<file path="src/sv/rtp_pkg.sv">
// ----------------------------------------------------------------------------
// Round-trip timer package
// Shared widths, slot marks, status codes and the queue entry type.
// ----------------------------------------------------------------------------
package rtp_pkg;

  localparam int KeyWidth   = 31;
  localparam int StampWidth = 20;
  localparam int MsWidth    = 10;
  localparam int DefaultDepth = 128;
  localparam int WrapUs  = 1000000;
  localparam int UsPerMs = 1000;

  typedef enum logic [1:0] {
    MARK_EMPTY = 2'd0,
    MARK_USED  = 2'd1,
    MARK_GONE  = 2'd2,
    MARK_SPARE = 2'd3
  } mark_t;

  typedef enum logic [1:0] {
    ST_STORED   = 2'd0,
    ST_FULL     = 2'd1,
    ST_MATCHED  = 2'd2,
    ST_NOTFOUND = 2'd3
  } status_t;

  typedef struct packed {
    logic                  mode;
    logic [KeyWidth-1:0]   key;
    logic [StampWidth-1:0] stamp;
  } cmd_t;

endpackage

</file>
<file path="src/sv/rtp_front.sv">
// ----------------------------------------------------------------------------
// Round-trip timer front queue
// Accepts transactions into a two-entry queue for the probe engine.
// ----------------------------------------------------------------------------
module rtp_front (
  input  logic          clk,
  input  logic          rst,
  input  logic          push,
  output logic          full,
  input  rtp_pkg::cmd_t in_cmd,
  output logic          cmd_valid,
  input  logic          cmd_take,
  output rtp_pkg::cmd_t cmd
);
  import rtp_pkg::*;

  cmd_t       q [2];
  logic       wr_ptr;
  logic       rd_ptr;
  logic [1:0] count;
  logic       do_push;
  logic       do_pop;

  assign full      = (count == 2'd2);
  assign cmd_valid = (count != 2'd0);
  assign cmd       = q[rd_ptr];
  assign do_push   = push && !full;
  assign do_pop    = cmd_take && cmd_valid;

  always_ff @(posedge clk) begin
    if (do_push) begin
      q[wr_ptr] <= in_cmd;
    end
    if (rst) begin
      wr_ptr <= 1'b0;
      rd_ptr <= 1'b0;
      count  <= 2'd0;
    end else begin
      if (do_push) wr_ptr <= ~wr_ptr;
      if (do_pop) rd_ptr <= ~rd_ptr;
      count <= count + {1'b0, do_push} - {1'b0, do_pop};
    end
  end

  a_no_overflow: assert property (@(posedge clk) disable iff (rst)
    count != 2'd3) else $error("front queue count out of range");
  a_pop_needs_data: assert property (@(posedge clk) disable iff (rst)
    (count == 2'd0) |-> !do_pop) else $error("front queue popped empty");
  a_count_step: assert property (@(posedge clk) disable iff (rst)
    (do_push && !do_pop) |=> count == $past(count) + 2'd1)
    else $error("front queue count did not rise");

endmodule

</file>
<file path="config.mk">
export PLATFORM = sky130hd
export DESIGN_NAME = rtp_front
export DESIGN_NICKNAME = d
export VERILOG_FILES = /design/src/sv/rtp_pkg.sv /design/src/sv/rtp_front.sv
export SDC_FILE = /design/constraint.sdc
export NUM_CORES = 1
export LEC_CHECK = 0
export BUFFER_PORTS_ARGS = -buffer_cell sky130_fd_sc_hd__buf_2
export CORE_UTILIZATION = 51
export DETAILED_ROUTE_END_ITERATION = 7
export PLACE_DENSITY_LB_ADDON = 0.15
export SYNTH_ARGS = -nofsm -noshare
export SYNTH_HDL_FRONTEND = slang
export SYNTH_SLANG_ARGS = --single-unit
</file>
<file path="constraint.sdc">
create_clock -name clk -period 2.75 [get_ports clk]
set_input_delay 0.1375 -clock clk [delete_from_list [all_inputs] [get_ports clk]]
set_output_delay 0.1375 -clock clk [all_outputs]
set_load 0.1 [all_outputs]
</file>
; ---- After elaboration in Yosys (flattened, before gate mapping)
; Memories as Yosys holds them, arrays and structs flattened. A register that Yosys moved wholly into a read port is not among the register bits.
; Cells that the tools add are included.
[word_totals]
regBits = 4
ramBits = 104
input_bits = 56
out_inout_bits = 54
wordCells = 17
memories = 1
[memory_table]
columns = memory, depth, width, read_ports, rd_ports_with_merged_regs, write_ports, line_no
row1 = q, 2, 52, 1, 1, 1, rtp_front.sv:17  ; cmd_t q [2];
[classes]
n_addsub = 2
eq_ne = 1
n_mux = 4
bitwise = 2
reduce_logical = 4
[ops]
columns = cell, n
row1 = 1-bit 2-to-1 mux, 4
row2 = 2-bit by 1-bit adder with 2-bit output, 1
row3 = "2-bit equality test, second input constant", 1
row4 = 1-bit logical AND, 2
row5 = 1-bit NOT, 2
row6 = 2-bit nonzero test, 1
row7 = 2-bit by 1-bit subtractor with 2-bit output, 1
row8 = 1-bit zero test, 1

; ---- Logic depth before layout (Yosys ltp)
[depth]
word_depth = 5
ltp_mapped = 8

; ---- Worst setup path before layout
; OpenSTA, ideal clock, no wires.
[synth_path]
path_kind = reg2reg
startpoint = register count[0]
endpoint = memory q[0][0] (netlist bit) (enable)
arrival_time_ns = 2.089
path_slack_ns = 0.255
path_stages_with_launch = 5
n_path_buf = 0
period_less_slack_ns = 2.495
path_cell_list = dfxtp_1 > nand2b_2 > inv_2 > or3_1 > inv_1
[synth_via]
elab_chain_len = 5
[synth_rtl]
columns = element, line_no
row1 = "start, declared", rtp_front.sv:20  ; logic [1:0] count;
row2 = "start signal, assigned", rtp_front.sv:41  ; count <= count + {1'b0, do_push} - {1'b0, do_pop};
row3 = 2-bit equality test, rtp_front.sv:24  ; assign full = (count == 2'd2);
row4 = net full, rtp_front.sv:9  ; output logic full,
row5 = 1-bit zero test, rtp_front.sv:27  ; assign do_push = push && !full;
row6 = 1-bit logical AND, rtp_front.sv:27
row7 = 1-bit 2-to-1 mux, rtp_front.sv:31  ; if (do_push) begin
row8 = 1-bit 2-to-1 mux (implied by the code), rtp_front.sv:32  ; q[wr_ptr] <= in_cmd;
row9 = "end, declared", rtp_front.sv:17
; The timed path passes the listed nets, and every way through them passes these cells.

==> qor.csv <==
metric,value,unit
status,"complete, no violations",
worstMarginPinSlew,0.5097,ns
drc,0,
numCtsBuffers,9,
areaGrowthSynthToFinish,36.86,%
cp_top_family,flip-flops,
post-route-util,73.43,%
post-dp-hpwl,4262,um
placed_cell_area,4683,um2
grt_pass1_wl,11440,um
stdcell_count,464,
synth.yosys.seq_area_share,81.08,%
drv_cap,0,
dp_slack,0.8022,ns
yosysTopAreaCellShare,78.56,%
cts_root_buf,clkbuf_8,
crit_fanout,36,
cp.required,2.61,ns
synth_ff_type,edfxtp_1,
p_leak,0.002087,uW
final-hold-violation-count,0,
die_area,8151,um2
crit_buf_inv,2,
clock_skew,0.008491,ns
critPathMaxStageDelay,0.62,ns
synthCells,188,
grt_pass1_vias,2350,
ys_types,20,
relSlewSlack,66.25,%
async_flop_share,0,%
irDropWorstVdd,0.001162,V
dieWidth,90.29,um
via_per_inst,4.873,
core,7408,um2
crit_slowest_cell,dfxtp_2,
globalplace.congestion,0.6788,
tns,0,ns
portBuffers,109,
drtIter0Drc,88,
routed_wl,7067,um
io_pins,110,
antenna_found_initial,0,
synth_nets,246,
ys_ff_latch,109,
insertion_delay,0.35,ns
crit_chain,buf_12 -> mux2_2 -> buf_2,
cts_tree,built,
fin_crit,2.094,ns
first_pass_iters,4,
arrival,1.96,ns
syn_area,3975,um2
postLayoutSetupSlackWorst,0.6556,ns
ys_warn_count,0,
cts_resized,0,
routedWlPerCell,15.23,um
track_usage,18.47,%
synth_edf_count,104,
die_h,90.29,um
powerDensity,1089,nW/um2
worstSetupStartpointType,register,
drtAntennaViolNets,0,
drive_gt1_share,50.96,%
clockBufferDepth,2,
cts_setup_buffers,0,
grt_max_degree,37,
syn_avg_cell_area,21.14,um2
n_antenna_cell,0,
place_inst,396,
slew_violations,0,
num_rows,31,
critPathKind,register to output port,
rsz0062_at_grt,false,
max_freq,0.4775,GHz
hp-class,primary input to register,
vias,2261,
fin_crit_sh,76.16,%
clkTransAtPathRegs,0.09,ns
cts-htree-levels,3,
postLayoutCellArea,5440,um2
setup_violations,0,
fillers,463,
holdBufCountCts,53,
start_util,53.66,%
synth_top_cell_by_area,edfxtp_1,
cts_sinks,109,
endpoint_kind,output port,
grt_overflow,0,
nets,419,
synth_area_leaders,"edfxtp_1 (79%), mux2_2 (15%), dfxtp_1 (2.5%)",
-- path summary, 6_finish.rpt --
| path | from | cells after the start | endpoint | slack (ns) |
|---|---|---|---|---|
| setup / recovery | register | 3 | cmd[42] | 0.66 |
| hold / removal | push | 4 | wr_ptr | 0.20 |
| setup reg to reg | count[0] | 5 | q[0][36] | 0.83 |
| hold reg to reg | wr_ptr | 2 | wr_ptr | 0.52 |
-- final cells by class --
| type | count | area (um2) | area share, % |
|---|---|---|---|
| Multi-Input combinational cell | 69 | 704.4 | 12.95 |
| Inverter | 4 | 15.01 | 0.2760 |
| Sequential cell | 109 | 3224 | 59.27 |
| Timing Repair Buffer | 168 | 1146 | 21.07 |
| Clock buffer | 9 | 123.9 | 2.277 |
| Tap cell | 99 | 123.9 | 2.277 |
| Clock inverter | 6 | 102.6 | 1.886 |
-- where the power goes --
part,switching [uW],total [uW],internal [uW]
Sequential,85.5,2140,2060
Combinational,2150,2710,555
Clock,480,1070,592
-- registers in the layout, indices dropped and copies added, names as in the netlist, named ones only --
register,flops
count,2
wr_ptr,1
rd_ptr,1
q,104
-- synth_stat cells, drive strengths merged (2+ instances only) --
library cell,number
buf,6
dfxtp,5
edfxtp,104
ha,2
inv,4
mux2,52
nor2,3
xnor2,2
-- worst min-delay path, cell delays in order --
cell	delay, ns
buf_2	0.12
inv_1	0.06
or3_1	0.12
a21oi_1	0.07
-- cells in the final DEF (no fill, tap or decap), types with 3 or more instances in the layout --
master,n
dfxtp_1,4
edfxtp_1,104
buf_4,4
buf_2,109
clkbuf_8,9
mux2_2,52
dlygate4sd3_1,53
bufinv_16,3
nor2_1,3
-- through the flow --
step / hold WS [ns] / power (uW)
2_1_floorplan: 0.2066 / 4445
3_3_place_gp: 0.3265 / 4819
3_5_place_dp: 0.3288 / 4837
4_1_cts: 0.1833 / 5958
5_1_grt: 0.2184 / 6117
6_report: 0.2038 / 5924
-- layer usage --
layer  vias up  wire length [um]  global-route usage [%]
li1       1070                 -                       -
met1      1101              2953                   22.16
met2        75              3635                   32.00
met3        15               344                   4.714
met4         0               133                   7.258
met5         -                 0                       0
-- cell families (layout without fill, tap and decap cells) --
family          after synthesis  count (layout)  synth area share (%)
compound gates                3               3                0.4405
xor+xnor                      3               3                0.6611
fa+ha+maj                     2               2                0.6294
buf+inv                      10             187                 1.196
flops                       109             109                 81.08
mux                          52              52                 14.73
simple gates                  9               9                 1.259
Power figures use the tool's default switching activity.
